--- config.mk ---
export PLATFORM = sky130hd
export DESIGN_NAME = ascii_and_rtcm3_frame_finder_flat
export DESIGN_NICKNAME = d
export VERILOG_FILES = /design/src/hdl/aff_pkg.sv /design/src/hdl/aff_if.sv /design/src/hdl/aff_apb_regs.sv /design/src/hdl/aff_frame_core.sv /design/src/hdl/ascii_and_rtcm3_frame_finder.sv /design/src/flat_wrapper.sv
export SDC_FILE = /design/constraint.sdc
export NUM_CORES = 1
export LEC_CHECK = 0
export BUFFER_PORTS_ARGS = -buffer_cell sky130_fd_sc_hd__buf_2
export CAP_MARGIN = 20
export CORE_MARGIN = 2
export CORE_UTILIZATION = 35
export CTS_BUF_LIST = sky130_fd_sc_hd__clkbuf_4 sky130_fd_sc_hd__clkbuf_8
export DETAILED_ROUTE_END_ITERATION = 6
export SLEW_MARGIN = 20
export SYNTH_ARGS = -nofsm -noshare
export SYNTH_HDL_FRONTEND = slang
export SYNTH_SLANG_ARGS = --single-unit
--- constraint.sdc ---
create_clock -name clk_i -period 5.4 [get_ports clk_i]
set_input_delay 1.35 -clock clk_i [delete_from_list [all_inputs] [get_ports clk_i]]
set_output_delay 1.35 -clock clk_i [all_outputs]
set_load 0.02 [all_outputs]
--- src/hdl/aff_pkg.sv ---
`timescale 1ns / 1ps
`default_nettype none

package aff_pkg;

  // Frame buffer limit and field counter limit.
  localparam int BUF_BYTES  = 2048;
  localparam int MAX_FIELDS = 64;

  // Byte counter holds 0 up to BUF_BYTES; compares against the RTCM length
  // need at least eleven bits plus a guard bit.
  localparam int CNT_W = $clog2(BUF_BYTES + 1);
  localparam int CMP_W = ((CNT_W > 11) ? CNT_W : 11) + 1;
  localparam int SEP_W = 7;

  // Byte codes.
  localparam logic [7:0] SYNC_RTCM  = 8'hD3;
  localparam logic [7:0] CHAR_HASH  = 8'h23;
  localparam logic [7:0] CHAR_A     = 8'h41;
  localparam logic [7:0] CHAR_P     = 8'h50;
  localparam logic [7:0] CHAR_STAR  = 8'h2A;
  localparam logic [7:0] CHAR_COMMA = 8'h2C;
  localparam logic [7:0] CHAR_CR    = 8'h0D;
  localparam logic [7:0] CHAR_LF    = 8'h0A;

  localparam logic [24:0] CRC24Q_POLY = 25'h1864CFB;

  // Configuration register map.
  localparam int          PADDR_W         = 3;
  localparam logic [0:0]  REG_SUBTYPE_IDX = 1'b0;
  localparam logic [11:0] SUBTYPE_RESET   = 12'd4058;

  localparam logic FRAME_ASCII = 1'b0;
  localparam logic FRAME_RTCM  = 1'b1;

  // One result of the frame finder.
  typedef struct packed {
    logic             found;
    logic             frame_kind;
    logic             crc_error;
    logic [11:0]      message_type;
    logic [3:0]       message_subtype;
    logic [11:0]      frame_bytes;
    logic [SEP_W-1:0] field_count;
  } res_t;

  // CRC-24Q update for one byte, MSB first.
  function automatic logic [23:0] crc24q_byte(input logic [23:0] crc, input logic [7:0] b);
    logic [24:0] c;
    c = {1'b0, crc ^ {b, 16'h0000}};
    for (int k = 0; k < 8; k++) begin
      c = {c[23:0], 1'b0};
      if (c[24]) begin
        c = c ^ CRC24Q_POLY;
      end
    end
    return c[23:0];
  endfunction

endpackage

`default_nettype wire

--- src/hdl/aff_if.sv ---
`timescale 1ns / 1ps
`default_nettype none

// Received byte stream, one byte per item.
interface aff_byte_if;
  logic       valid;
  logic       ready;
  logic [7:0] rx_byte;

  modport source (output valid, output rx_byte, input ready);
  modport sink (input valid, input rx_byte, output ready);
endinterface

// Completed frame report, one frame per item.
interface aff_result_if;
  logic        valid;
  logic        ready;
  logic        frame_kind;
  logic        crc_error;
  logic [11:0] message_type;
  logic [3:0]  message_subtype;
  logic [11:0] frame_bytes;
  logic [6:0]  field_count;

  modport source (output valid, output frame_kind, output crc_error, output message_type,
                  output message_subtype, output frame_bytes, output field_count,
                  input ready);
  modport sink (input valid, input frame_kind, input crc_error, input message_type,
                input message_subtype, input frame_bytes, input field_count,
                output ready);
endinterface

`default_nettype wire

--- src/hdl/aff_apb_regs.sv ---
`timescale 1ns / 1ps
`default_nettype none

module aff_apb_regs
  import aff_pkg::*;
(
  input  wire logic               clk_i,
  input  wire logic               rst_ni,
  input  wire logic               psel,
  input  wire logic               penable,
  input  wire logic               pwrite,
  input  wire logic [PADDR_W-1:0] paddr,
  input  wire logic [31:0]        pwdata,
  output logic      [31:0]        prdata,
  output logic                    pready,
  output logic      [11:0]        subtype_type_o
);

  logic [11:0] subtype_q;
  logic [11:0] subtype_d;
  logic        wr_en;

  assign pready = 1'b1;
  assign wr_en  = psel && penable && pwrite && (paddr[2] == REG_SUBTYPE_IDX);

  // Register write on the access phase.
  always_comb begin
    subtype_d = subtype_q;
    if (wr_en) begin
      subtype_d = pwdata[11:0];
    end
  end

  always_ff @(posedge clk_i or negedge rst_ni) begin
    if (!rst_ni) begin
      subtype_q <= SUBTYPE_RESET;
    end else begin
      subtype_q <= subtype_d;
    end
  end

  // Read back; an address beyond the map reads as zero.
  always_comb begin
    prdata = 32'h0;
    if (paddr[2] == REG_SUBTYPE_IDX) begin
      prdata = {20'h00000, subtype_q};
    end
  end

  assign subtype_type_o = subtype_q;

endmodule

`default_nettype wire

--- src/hdl/aff_frame_core.sv ---
`timescale 1ns / 1ps
`default_nettype none

module aff_frame_core
  import aff_pkg::*;
(
  input  wire logic        clk_i,
  input  wire logic        rst_ni,
  input  wire logic        step_i,
  input  wire logic [7:0]  rx_byte_i,
  input  wire logic [11:0] subtype_type_i,
  output res_t             res_o
);

  logic [CNT_W-1:0] byte_count_q, byte_count_d;
  logic             binary_q, binary_d;
  logic [23:0]      last3_q, last3_d;
  logic [31:0]      header_q, header_d;
  logic [23:0]      crc_q, crc_d;
  logic [23:0]      rcrc_q, rcrc_d;
  logic [SEP_W-1:0] sep_q, sep_d;

  logic [CNT_W-1:0] idx;
  logic [CMP_W-1:0] idx_w;
  logic [CMP_W-1:0] body;
  logic             go;
  logic             is_start;
  logic             bin;
  logic [31:0]      hdr;
  logic [23:0]      crc_cur;
  logic [23:0]      rcrc_cur;
  logic [SEP_W-1:0] sep_cur;
  logic [23:0]      last3_cur;
  logic             bad;
  logic [11:0]      msg_type;
  logic             is_end;
  logic             done;

  assign is_start = (rx_byte_i == CHAR_HASH) || (rx_byte_i == SYNC_RTCM);

  // Per-byte frame step: start checks, header capture, CRC and field count.
  always_comb begin
    byte_count_d = byte_count_q;
    binary_d     = binary_q;
    last3_d      = last3_q;
    header_d     = header_q;
    crc_d        = crc_q;
    rcrc_d       = rcrc_q;
    sep_d        = sep_q;
    res_o        = '0;

    go        = 1'b1;
    bin       = binary_q;
    hdr       = header_q;
    crc_cur   = crc_q;
    rcrc_cur  = rcrc_q;
    sep_cur   = sep_q;
    last3_cur = last3_q;
    bad       = 1'b0;
    msg_type  = 12'h000;
    is_end    = 1'b0;
    done      = 1'b0;
    idx_w     = '0;
    body      = '0;

    // A full buffer drops the frame and hunting restarts.
    idx = (byte_count_q >= CNT_W'(BUF_BYTES)) ? '0 : byte_count_q;

    if (step_i) begin
      byte_count_d = idx;
      if (idx == '0) begin
        if (!is_start) begin
          go = 1'b0;
        end else begin
          bin       = (rx_byte_i == SYNC_RTCM);
          hdr       = 32'h0;
          crc_cur   = 24'h0;
          rcrc_cur  = 24'h0;
          sep_cur   = '0;
          last3_cur = 24'h0;
        end
      end else if ((idx < CNT_W'(3)) && !binary_q) begin
        if (rx_byte_i != ((idx == CNT_W'(1)) ? CHAR_A : CHAR_P)) begin
          go           = 1'b0;
          byte_count_d = '0;
        end
      end

      if (go) begin
        // Header bytes one to four.
        if (idx == CNT_W'(1)) hdr[31:24] = rx_byte_i;
        if (idx == CNT_W'(2)) hdr[23:16] = rx_byte_i;
        if (idx == CNT_W'(3)) hdr[15:8]  = rx_byte_i;
        if (idx == CNT_W'(4)) hdr[7:0]   = rx_byte_i;

        idx_w = CMP_W'(idx);
        body  = CMP_W'({hdr[25:24], hdr[23:16]}) + CMP_W'(3);

        if (bin) begin
          // Body bytes feed the CRC, the last three are the received CRC.
          if ((idx < CNT_W'(3)) || (idx_w < body)) begin
            crc_cur = crc24q_byte(crc_cur, rx_byte_i);
          end else begin
            rcrc_cur = {rcrc_cur[15:0], rx_byte_i};
          end
          msg_type = hdr[15:4];
          bad      = (crc_cur != rcrc_cur);
          if ((idx >= CNT_W'(3)) && ((idx_w + CMP_W'(1)) >= (body + CMP_W'(3)))) begin
            done                  = 1'b1;
            res_o.frame_kind      = FRAME_RTCM;
            res_o.crc_error       = bad;
            res_o.message_type    = msg_type;
            res_o.message_subtype = (!bad && (msg_type == subtype_type_i)) ? hdr[3:0] : 4'h0;
          end
        end else if (idx >= CNT_W'(3)) begin
          // Commas count fields; CR or LF after the checksum marker ends it.
          is_end = ((rx_byte_i == CHAR_CR) || (rx_byte_i == CHAR_LF)) &&
                   (last3_cur[23:16] == CHAR_STAR);
          if (((rx_byte_i == CHAR_COMMA) || is_end) && (sep_cur < SEP_W'(MAX_FIELDS))) begin
            sep_cur = sep_cur + SEP_W'(1);
          end
          if (is_end) begin
            done              = 1'b1;
            res_o.frame_kind  = FRAME_ASCII;
            res_o.field_count = sep_cur;
          end
        end

        res_o.found       = done;
        res_o.frame_bytes = 12'(idx_w + CMP_W'(1));

        binary_d     = bin;
        header_d     = hdr;
        crc_d        = crc_cur;
        rcrc_d       = rcrc_cur;
        sep_d        = sep_cur;
        last3_d      = {last3_cur[15:0], rx_byte_i};
        byte_count_d = done ? '0 : (idx + CNT_W'(1));
      end
    end
  end

  always_ff @(posedge clk_i or negedge rst_ni) begin
    if (!rst_ni) begin
      byte_count_q <= '0;
      binary_q     <= 1'b0;
      last3_q      <= 24'h0;
      header_q     <= 32'h0;
      crc_q        <= 24'h0;
      rcrc_q       <= 24'h0;
      sep_q        <= '0;
    end else begin
      byte_count_q <= byte_count_d;
      binary_q     <= binary_d;
      last3_q      <= last3_d;
      header_q     <= header_d;
      crc_q        <= crc_d;
      rcrc_q       <= rcrc_d;
      sep_q        <= sep_d;
    end
  end

  // The byte counter never passes the buffer limit.
  a_count_limit: assert property (@(posedge clk_i) disable iff (!rst_ni)
    byte_count_q <= CNT_W'(BUF_BYTES))
    else $error("byte counter beyond buffer limit");

  // The field counter saturates.
  a_sep_limit: assert property (@(posedge clk_i) disable iff (!rst_ni)
    sep_q <= SEP_W'(MAX_FIELDS))
    else $error("field counter beyond limit");

  // After a result the block hunts again.
  a_hunt_after_result: assert property (@(posedge clk_i) disable iff (!rst_ni)
    res_o.found |=> (byte_count_q == '0))
    else $error("byte counter not cleared after result");

  // A dropped byte while hunting leaves the history untouched.
  a_drop_keeps_state: assert property (@(posedge clk_i) disable iff (!rst_ni)
    (step_i && (idx == '0) && !is_start) |=> ($stable(last3_q) && (byte_count_q == '0)))
    else $error("dropped byte changed frame state");

  // Nothing is reported without a byte being processed.
  a_result_needs_step: assert property (@(posedge clk_i) disable iff (!rst_ni)
    res_o.found |-> step_i)
    else $error("result without input byte");

endmodule

`default_nettype wire

--- src/hdl/ascii_and_rtcm3_frame_finder.sv ---
`timescale 1ns / 1ps
`default_nettype none

// Flow: an accepted byte waits in the input register, is processed when the result register
// is free or being emptied, and its result is then held in the result register.
// Throughput: one byte per cycle; the input register and result register only stall
// when a pending result is not taken.
// Reset: rst_ni clears all frame state asynchronously and the block starts hunting.

module ascii_and_rtcm3_frame_finder
  import aff_pkg::*;
(
  input  wire logic               clk_i,
  input  wire logic               rst_ni,
  aff_byte_if.sink                byte_i,
  aff_result_if.source            result_o,
  input  wire logic               psel,
  input  wire logic               penable,
  input  wire logic               pwrite,
  input  wire logic [PADDR_W-1:0] paddr,
  input  wire logic [31:0]        pwdata,
  output logic      [31:0]        prdata,
  output logic                    pready
);

  logic        in_valid_q, in_valid_d;
  logic [7:0]  in_byte_q, in_byte_d;
  logic        out_valid_q, out_valid_d;
  res_t        out_q, out_d;
  res_t        core_res;
  logic        advance;
  logic        in_take;
  logic [11:0] subtype_type;

  aff_apb_regs u_regs (
    .clk_i          (clk_i),
    .rst_ni         (rst_ni),
    .psel           (psel),
    .penable        (penable),
    .pwrite         (pwrite),
    .paddr          (paddr),
    .pwdata         (pwdata),
    .prdata         (prdata),
    .pready         (pready),
    .subtype_type_o (subtype_type)
  );

  // A held byte moves on when the result register is free or being emptied.
  assign advance      = in_valid_q && (!out_valid_q || result_o.ready);
  assign byte_i.ready = !in_valid_q || advance;
  assign in_take      = byte_i.valid && byte_i.ready;

  aff_frame_core u_core (
    .clk_i          (clk_i),
    .rst_ni         (rst_ni),
    .step_i         (advance),
    .rx_byte_i      (in_byte_q),
    .subtype_type_i (subtype_type),
    .res_o          (core_res)
  );

  // Input register.
  always_comb begin
    in_valid_d = in_valid_q;
    in_byte_d  = in_byte_q;
    if (in_take) begin
      in_valid_d = 1'b1;
      in_byte_d  = byte_i.rx_byte;
    end else if (advance) begin
      in_valid_d = 1'b0;
    end
  end

  // Result register.
  always_comb begin
    out_valid_d = out_valid_q;
    out_d       = out_q;
    if (advance) begin
      out_valid_d = core_res.found;
      out_d       = core_res;
    end else if (result_o.ready) begin
      out_valid_d = 1'b0;
    end
  end

  always_ff @(posedge clk_i or negedge rst_ni) begin
    if (!rst_ni) begin
      in_valid_q  <= 1'b0;
      out_valid_q <= 1'b0;
    end else begin
      in_valid_q  <= in_valid_d;
      out_valid_q <= out_valid_d;
    end
  end

  always_ff @(posedge clk_i) begin
    in_byte_q <= in_byte_d;
    out_q     <= out_d;
  end

  assign result_o.valid           = out_valid_q;
  assign result_o.frame_kind      = out_q.frame_kind;
  assign result_o.crc_error       = out_q.crc_error;
  assign result_o.message_type    = out_q.message_type;
  assign result_o.message_subtype = out_q.message_subtype;
  assign result_o.frame_bytes     = out_q.frame_bytes;
  assign result_o.field_count     = out_q.field_count;

endmodule

`default_nettype wire

--- src/flat_wrapper.sv ---
// flat-port wrapper written by rule: the top's interface ports become plain ports
module ascii_and_rtcm3_frame_finder_flat import aff_pkg::*;
  (clk_i, rst_ni, psel, penable, pwrite, paddr, pwdata, prdata, pready, byte_i_valid, byte_i_rx_byte, byte_i_ready, result_o_valid, result_o_frame_kind, result_o_crc_error, result_o_message_type, result_o_message_subtype, result_o_frame_bytes, result_o_field_count, result_o_ready);
  aff_byte_if byte_i_i ();
  aff_result_if result_o_i ();
  input  wire logic clk_i;
  input  wire logic rst_ni;
  input  wire logic psel;
  input  wire logic penable;
  input  wire logic pwrite;
  input  wire logic [PADDR_W-1:0] paddr;
  input  wire logic [31:0] pwdata;
  output logic      [31:0] prdata;
  output logic pready;
  input wire logic [$bits(byte_i_i.valid)-1:0] byte_i_valid;
  input wire logic [$bits(byte_i_i.rx_byte)-1:0] byte_i_rx_byte;
  output wire logic [$bits(byte_i_i.ready)-1:0] byte_i_ready;
  output wire logic [$bits(result_o_i.valid)-1:0] result_o_valid;
  output wire logic [$bits(result_o_i.frame_kind)-1:0] result_o_frame_kind;
  output wire logic [$bits(result_o_i.crc_error)-1:0] result_o_crc_error;
  output wire logic [$bits(result_o_i.message_type)-1:0] result_o_message_type;
  output wire logic [$bits(result_o_i.message_subtype)-1:0] result_o_message_subtype;
  output wire logic [$bits(result_o_i.frame_bytes)-1:0] result_o_frame_bytes;
  output wire logic [$bits(result_o_i.field_count)-1:0] result_o_field_count;
  input wire logic [$bits(result_o_i.ready)-1:0] result_o_ready;
  assign byte_i_i.valid = byte_i_valid;
  assign byte_i_i.rx_byte = byte_i_rx_byte;
  assign byte_i_ready = byte_i_i.ready;
  assign result_o_valid = result_o_i.valid;
  assign result_o_frame_kind = result_o_i.frame_kind;
  assign result_o_crc_error = result_o_i.crc_error;
  assign result_o_message_type = result_o_i.message_type;
  assign result_o_message_subtype = result_o_i.message_subtype;
  assign result_o_frame_bytes = result_o_i.frame_bytes;
  assign result_o_field_count = result_o_i.field_count;
  assign result_o_i.ready = result_o_ready;
  ascii_and_rtcm3_frame_finder u_core (.clk_i(clk_i), .rst_ni(rst_ni), .byte_i(byte_i_i), .result_o(result_o_i), .psel(psel), .penable(penable), .pwrite(pwrite), .paddr(paddr), .pwdata(pwdata), .prdata(prdata), .pready(pready));
endmodule
==> flow_metrics.py, run 1 <==
metrics = {
    "yosys": {
        "yosys.area.top_type": "dfrtp_1",
        "synth_cell_type_count": 84,
        "syn_area_per_cell_um2": 9.712,
        "yosys_register_bits": 177,
        "synth_seq_area_share": 0.4075,
        "yosysWarnings": 0,
        "async_flop_share": 0.7458,
        "synth_area_leaders": "dfrtp_1 (27%), edfxtp_1 (12%), xnor2_1 (9.0%), xor2_1 (5.5%), nand2_1 (4.9%)",
        "syn_inst": 1179,
        "synth-edff-count": 45,
        "synth_ff_type": "dfrtp_1",
        "synth_top_area_share": 0.2688,
        "synth_area_um2": 11450,
    },
    "setup_path": {
        "critPathArrivalTime_ps": 5560,
        "r2r_slack_ps": 90,
        "crit_slowest_cell": "or4_4",
        "crit_chain": "or4_4 -> o31ai_4 -> a22oi_4 -> buf_12 -> buf_4 -> a22oi_4 -> buf_6 -> nor2_4 -> nand2_4 -> xnor2_4 -> nand2_2 -> or4_4 -> or3_4 -> xnor2_2 -> ha_1 -> a21o_1 -> a21oi_2 -> nand2_1 -> a31oi_1 -> o21a_1 -> nor3_2 -> nand2_4 -> clkbuf_16 -> nor2_1",
        "cp_data_required_time_ps": 5650,
        "start_kind": "flop",
        "slowest_delay_ps": 560,
        "end_kind": "flop",
        "crit_type": "flop to flop",
        "crit_fanout": 7,
    },
    "routing": {
        "num_vias": 9267,
        "wl_per_cell_um": 18.28,
        "drt_iter0_drc": 712,
        "via_per_inst": 5.314,
        "drcViolationCount": 0,
        "drtPass1Iterations": 7,
        "routed_wl_um": 31880,
        "antenna_left": 0,
    },
    "timing": {
        "grt_setup_unrepaired": "yes",
        "setup_violations": 0,
        "post-route-period-util": 0.9838,
        "hold_viol": 0,
        "max_slew.worst_pin.slew_ps": 978.7,
        "hold_slack_ps": 476.9,
        "min_period_ps": 5312,
        "skew_ps": 15.24,
        "fmax_ghz": 0.1882,
        "slew_violations": 0,
        "relSlewSlack": 0.3451,
    },
    "floorplan": {
        "die_y_um": 184.9,
        "dieArea_um2": 34180,
        "initial_core_util": 0.3537,
        "die_width_um": 184.9,
        "coreArea_um2": 32370,
        "rows": 66,
        "num_io_pins": 122,
    },
    "clocking": {
        "h-tree-depth": 4,
        "clk_pin_slew_worst_paths_ps": 110,
        "numCtsBuffers": 17,
        "clockBufferDepth": 2,
        "cts_tree": "done",
        "root_buffer": "clkbuf_8",
        "clk_latency_ps": 500,
        "clkSinkCount": 177,
    },
    "layout": {
        "utilization": 0.4152,
        "n_antenna_cell": 0,
        "final_common_cell": "nand2_1",
        "layout_common_cells": "nand2_1 (144), dfrtp_1 (122), xnor2_1 (116)",
        "design_area_um2": 13440,
        "syn_to_final_growth_pct": 17.38,
        "layout-drive-gt1-share": 0.2227,
        "final.fill_count": 3144,
        "num-nets-final": 1369,
    },
    "grt": {
        "grt_pass1_wl_um": 48900,
        "grt_usage": 0.1850,
        "grt-ovfl-total": 0,
        "grt_max_degree": 95,
        "antenna_found_initial": 1,
        "grt_pass1_vias": 8700,
    },
    "power_and_ir_drop": {
        "vdd.ir_drop.worst_mv": 0.4764,
        "seq_power_share": 0.224,
        "clkPwrFrac": 0.095,
        "p_int_mw": 5.185,
        "p_leak_nw": 5.960,
        "p_per_area_nw_per_um2": 735.3,
        "netSwitchingFraction": 0.4754,
        "netSwitchingPower_mw": 4.699,
        "p_comb_frac": 0.681,
    },
    "placement": {
        "port_buffers": 78,
        "gp_congestion": 0.9064,
        "dp_hpwl_um": 21760,
        "dpl-instance-area_um2": 12520,
    },
    "job": {
        "cap_violations": 0,
    },
    "run_status": {
        "status": "completed",
    },
    "min_path": {
        "hp-class": "flop to flop",
    },
}
## metal layers
metal / routed length [um] / GRT usage
met3: 1965 / 0.03421
met4: 886 / 0.05651
met5: 16 / 0
met1: 14160 / 0.2483
met2: 14860 / 0.3029
## through the flow
stage	TNS (ps)	power (mW)	setup slack [ps]	instances
floorplan	-3.840	6.997	-3.840	1199
global placement	-81.88	8.337	-36.43	1691
detailed placement	-596.7	8.450	-94.92	1691
CTS	0	9.465	15.82	1726
global route	-1466	10.66	-118.0	1744
finish	0	9.884	87.70	1744
## kinds of logic (layout without fill, tap and decap cells)
logic type / after synthesis / count (layout) / share of synthesized area
simple gates: 384 / 385 / 0.1620
compound gates: 253 / 253 / 0.1626
xor+xnor: 202 / 202 / 0.1690
flops: 177 / 177 / 0.4075
buf+inv: 111 / 213 / 0.04633
fa+ha+maj: 30 / 30 / 0.03278
mux: 20 / 20 / 0.01912
other cells: 2 / 22 / 0.0006558
## power by group through the flow
stage	clock network, mW	logic (mW)	registers, mW
finish	0.940	6.73	2.21
floorplan	0	4.88	2.12
global placement	0	6.12	2.22
detailed placement	0	6.22	2.23
global route	1.01	7.40	2.25
CTS	0.961	6.30	2.20
## state kept, by name, indices dropped and copies added, names as in the netlist
register	flops
u_core.u_core.crc_q	24
u_core.u_core.rcrc_q	24
u_core.u_core.byte_count_q	12
u_core.in_valid_q	1
u_core.u_core.sep_q	7
u_core.result_o.frame_bytes	12
u_core.result_o.crc_error	1
u_core.result_o.valid	1
u_core.u_core.binary_q	1
u_core.result_o.field_count	7
u_core.in_byte_q	8
u_core.result_o.message_subtype	4
u_core.u_regs.subtype_type_o	12
u_core.result_o.message_type	12
u_core.u_core.header_q	26
u_core.u_core.last3_q	24
u_core.result_o.frame_kind	1
## repair_timing
item                                    in CTS  in global routing
pin swaps                                    1                 38
hold buffers                                 0                  0
endpoints found under the setup margin      18                 31
buffers inserted                             3                 15
cloned                                       0                  3
gates resized for setup                      5                 60
## worst max-delay path: cells and delay by family, from the launching register on
kind            cells  cell delay (ps)
fa+ha+maj           1              310
simple gates       10             2000
buf+inv             4              650
flops               1              390
xor+xnor            2              270
compound gates      7             1440
## path summary, 6_finish.rpt
path | cells past startpoint | from | end
max reg2reg | 24 | u_core.u_core.byte_count_q[4] | u_core.result_o.message_type[2]
max in group asynchronous | 2 | rst_ni | u_core.u_regs.subtype_type_o[1]
min | 2 | u_core.u_core.last3_q[21] | u_core.u_core.last3_q[21]
max | 24 | u_core.u_core.byte_count_q[4] | u_core.result_o.message_type[2]
min reg2reg | 2 | u_core.u_core.last3_q[21] | u_core.u_core.last3_q[21]
min in group asynchronous | 1 | rst_ni | u_core.u_core.rcrc_q[12]
## Yosys cell counts (20+ instances only)
| cell type | instances |
|---|---|
| a21oi_1 | 26 |
| a22o_1 | 56 |
| buf_4 | 22 |
| clkbuf_1 | 52 |
| dfrtp_1 | 123 |
| edfxtp_1 | 45 |
| ha_1 | 30 |
| inv_1 | 20 |
| nand2_1 | 149 |
| nand3_1 | 40 |
| nor2_1 | 66 |
| nor2b_1 | 30 |
| o21ai_0 | 66 |
| xnor2_1 | 118 |
| xor2_1 | 72 |
## area by class of cell
type	count	area [um^2]	area share
multi-input cells	912	6639	0.4939
flip-flops and latches	177	4667	0.3472
repair buffers	160	1104	0.08210
well taps	442	553.0	0.04114
clock buffers	17	234.0	0.01741
clock inverters	15	166.4	0.01238
inverters	21	78.83	0.005864
Note: power is estimated with default switching activity, not from simulation.
==> run 2, diff against run 1 <==
--- a/config.mk
+++ b/config.mk
@@ -5,7 +5,7 @@
 export SDC_FILE = /design/constraint.sdc
 export NUM_CORES = 1
 export LEC_CHECK = 0
-export BUFFER_PORTS_ARGS = -buffer_cell sky130_fd_sc_hd__buf_2
+export BUFFER_PORTS_ARGS = -buffer_cell sky130_fd_sc_hd__buf_4
 export CAP_MARGIN = 20
 export CORE_MARGIN = 2
 export CORE_UTILIZATION = 35
==> run 2 against run 1 <==
  * Critical path depth down 1
  * Cell count decreased by 0.17%
  * Clock power rose by 2.3%
  * Routed wire length fell by 0.48%
  * First-iteration DRC count increased by 0.14%
  * Non-clock buffer count down 2
  * Cell area grew 0.97%
  * Global-route usage is 0.13 points higher
  * Sequential share of layout area down 0.33 points
  * Register-to-register slack gained 60 ps
  * Count of clock-buffer cells in the layout unchanged
  * Largest power group unchanged
==> flow_metrics.py, run 2 (same netlist as run 1, synthesis figures left out) <==
metrics = {
    "floorplan": {
        "num_io_pins": 122,
        "die_width_um": 184.9,
        "die_y_um": 184.9,
        "rows": 66,
        "dieArea_um2": 34180,
        "coreArea_um2": 32370,
        "initial_core_util": 0.3537,
    },
    "layout": {
        "largest_reg_flops": 26,
        "n_antenna_cell": 0,
        "final.fill_count": 3214,
        "regMostFlops": "u_core.u_core.header_q",
        "layout_common_cells": "buf_4 (150), nand2_1 (146), dfrtp_1 (122)",
        "syn_to_final_growth_pct": 18.52,
        "layout.cells.non_filler": 1741,
        "design_area_um2": 13570,
        "layout-drive-gt1-share": 0.2179,
        "utilization": 0.4193,
        "final_common_cell": "buf_4",
        "num-nets-final": 1366,
    },
    "routing": {
        "routed_wl_um": 31730,
        "drcViolationCount": 0,
        "antenna_left": 0,
        "drt_iter0_drc": 713,
        "wl_per_cell_um": 18.23,
        "num_vias": 9246,
        "drtPass1Iterations": 5,
        "via_per_inst": 5.311,
    },
    "setup_path": {
        "critPathArrivalTime_ps": 5500,
        "end_kind": "flop",
        "r2r_cells": 23,
        "start_kind": "flop",
        "critical_path.startpoint": "u_core.u_core.byte_count_q[8]",
        "r2r_slack_ps": 140,
        "crit_fanout": 6,
        "r2r_start": "u_core.u_core.byte_count_q[8]",
        "cp_data_required_time_ps": 5640,
        "rr_endpoint": "u_core.result_o.message_type[11]",
        "crit_type": "flop to flop",
    },
    "timing": {
        "max_slew.worst_pin.slew_ps": 959.2,
        "post-route-period-util": 0.9734,
        "relSlewSlack": 0.3606,
        "fmax_ghz": 0.1902,
        "grt_setup_unrepaired": "yes",
        "setup_tns_ps": 0,
        "skew_ps": 22.49,
        "hold_slack_ps": 475.5,
        "hold_viol": 0,
        "slew_violations": 0,
        "setup_violations": 0,
        "min_period_ps": 5256,
        "final.setup.worst_slack_ps": 143.7,
    },
    "power_and_ir_drop": {
        "vdd.ir_drop.worst_mv": 0.3953,
        "p_leak_nw": 5.971,
        "power_mw": 9.849,
        "p_per_area_nw_per_um2": 725.7,
    },
    "grt": {
        "grt_max_degree": 95,
        "grt-ovfl-total": 0,
        "grt_pass1_wl_um": 49020,
        "antenna_found_initial": 0,
        "grt_usage": 0.1864,
        "grt_pass1_vias": 8620,
    },
    "clocking": {
        "cts_tree": "done",
        "clkSinkCount": 177,
        "root_buffer": "clkbuf_8",
        "numCtsBuffers": 17,
        "h-tree-depth": 4,
        "clk_latency_ps": 490,
        "clk_pin_slew_worst_paths_ps": 110,
        "clockBufferDepth": 2,
    },
    "run_status": {
        "status": "completed",
    },
    "min_path": {
        "worst_hold_path.endpoint": "u_core.u_core.last3_q[21]",
        "hp-class": "flop to flop",
        "hold_start": "u_core.u_core.last3_q[21]",
        "hold_depth": 2,
    },
    "placement": {
        "dp_hpwl_um": 21820,
        "port_buffers": 78,
        "gp_congestion": 0.9376,
        "pre_cts_ws_ps": -111.5,
        "dpl-instance-area_um2": 12690,
        "dp.cells": 1688,
    },
    "job": {
        "cap_violations": 0,
    },
}
run 2: routing by layer:
metal / track usage / vias up / routed length, um
li1: - / 4339 / -
met2: 0.2915 / 313 / 14700
met5: 0 / - / 0
met4: 0.07683 / 0 / 896
met1: 0.2577 / 4534 / 14350
met3: 0.02792 / 60 / 1780
run 2: area by class of cell:
class | instances | area [um^2] | share of cell area
clock buffer | 17 | 234.0 | 0.01724
clock inverter | 15 | 186.4 | 0.01374
inverter | 21 | 78.83 | 0.005808
multi-input combinational | 911 | 6591 | 0.4857
sequential | 177 | 4667 | 0.3439
tap | 442 | 553.0 | 0.04075
timing repair buffer | 158 | 1261 | 0.09293
run 2: how the worst max path moves through the flow:
| stage | endpoint | slack [ps] | cells after the start |
|---|---|---|---|
| after global routing | u_core.result_o.message_subtype[3] | -130 | 26 |
| after global placement | u_core.result_o.message_subtype[2] | -3 | 23 |
| after floorplan | u_core.u_core.byte_count_q[1] | -4 | 26 |
| after detailed placement | u_core.result_o.message_subtype[2] | -110 | 23 |
| final | u_core.result_o.message_type[11] | 140 | 23 |
| after CTS | u_core.result_o.message_subtype[2] | -30 | 24 |
run 2: timing repair:
item,in CTS,in global routing
setup buffers,4,14
setup endpoints to repair,6,31
cloned,0,3
hold buffers,0,0
pin swaps,1,34
gates resized for setup,0,53
run 2: worst max-delay path, stage by stage, from the launching register on:
cell and delay [ps]:
dfrtp_1 400, or4_4 560, o31ai_4 300, and2_4 260
a22oi_2 130, buf_4 180, a21oi_4 260, nand2_2 100
xor2_2 160, buf_4 140, or4_4 480, or3_4 360
xnor2_2 140, ha_1 330, a21o_1 200, a21oi_2 110
nand2_1 60, a31oi_1 130, o21a_2 190, nor3_2 60
nand2_2 130, buf_12 130, clkbuf_16 160, nor2_4 30
run 2: where the power goes:
group / internal (mW) / switching (mW)
Combinational: 3.01 / 3.66
Clock: 0.358 / 0.604
Sequential: 1.80 / 0.413
Total: 5.17 / 4.68
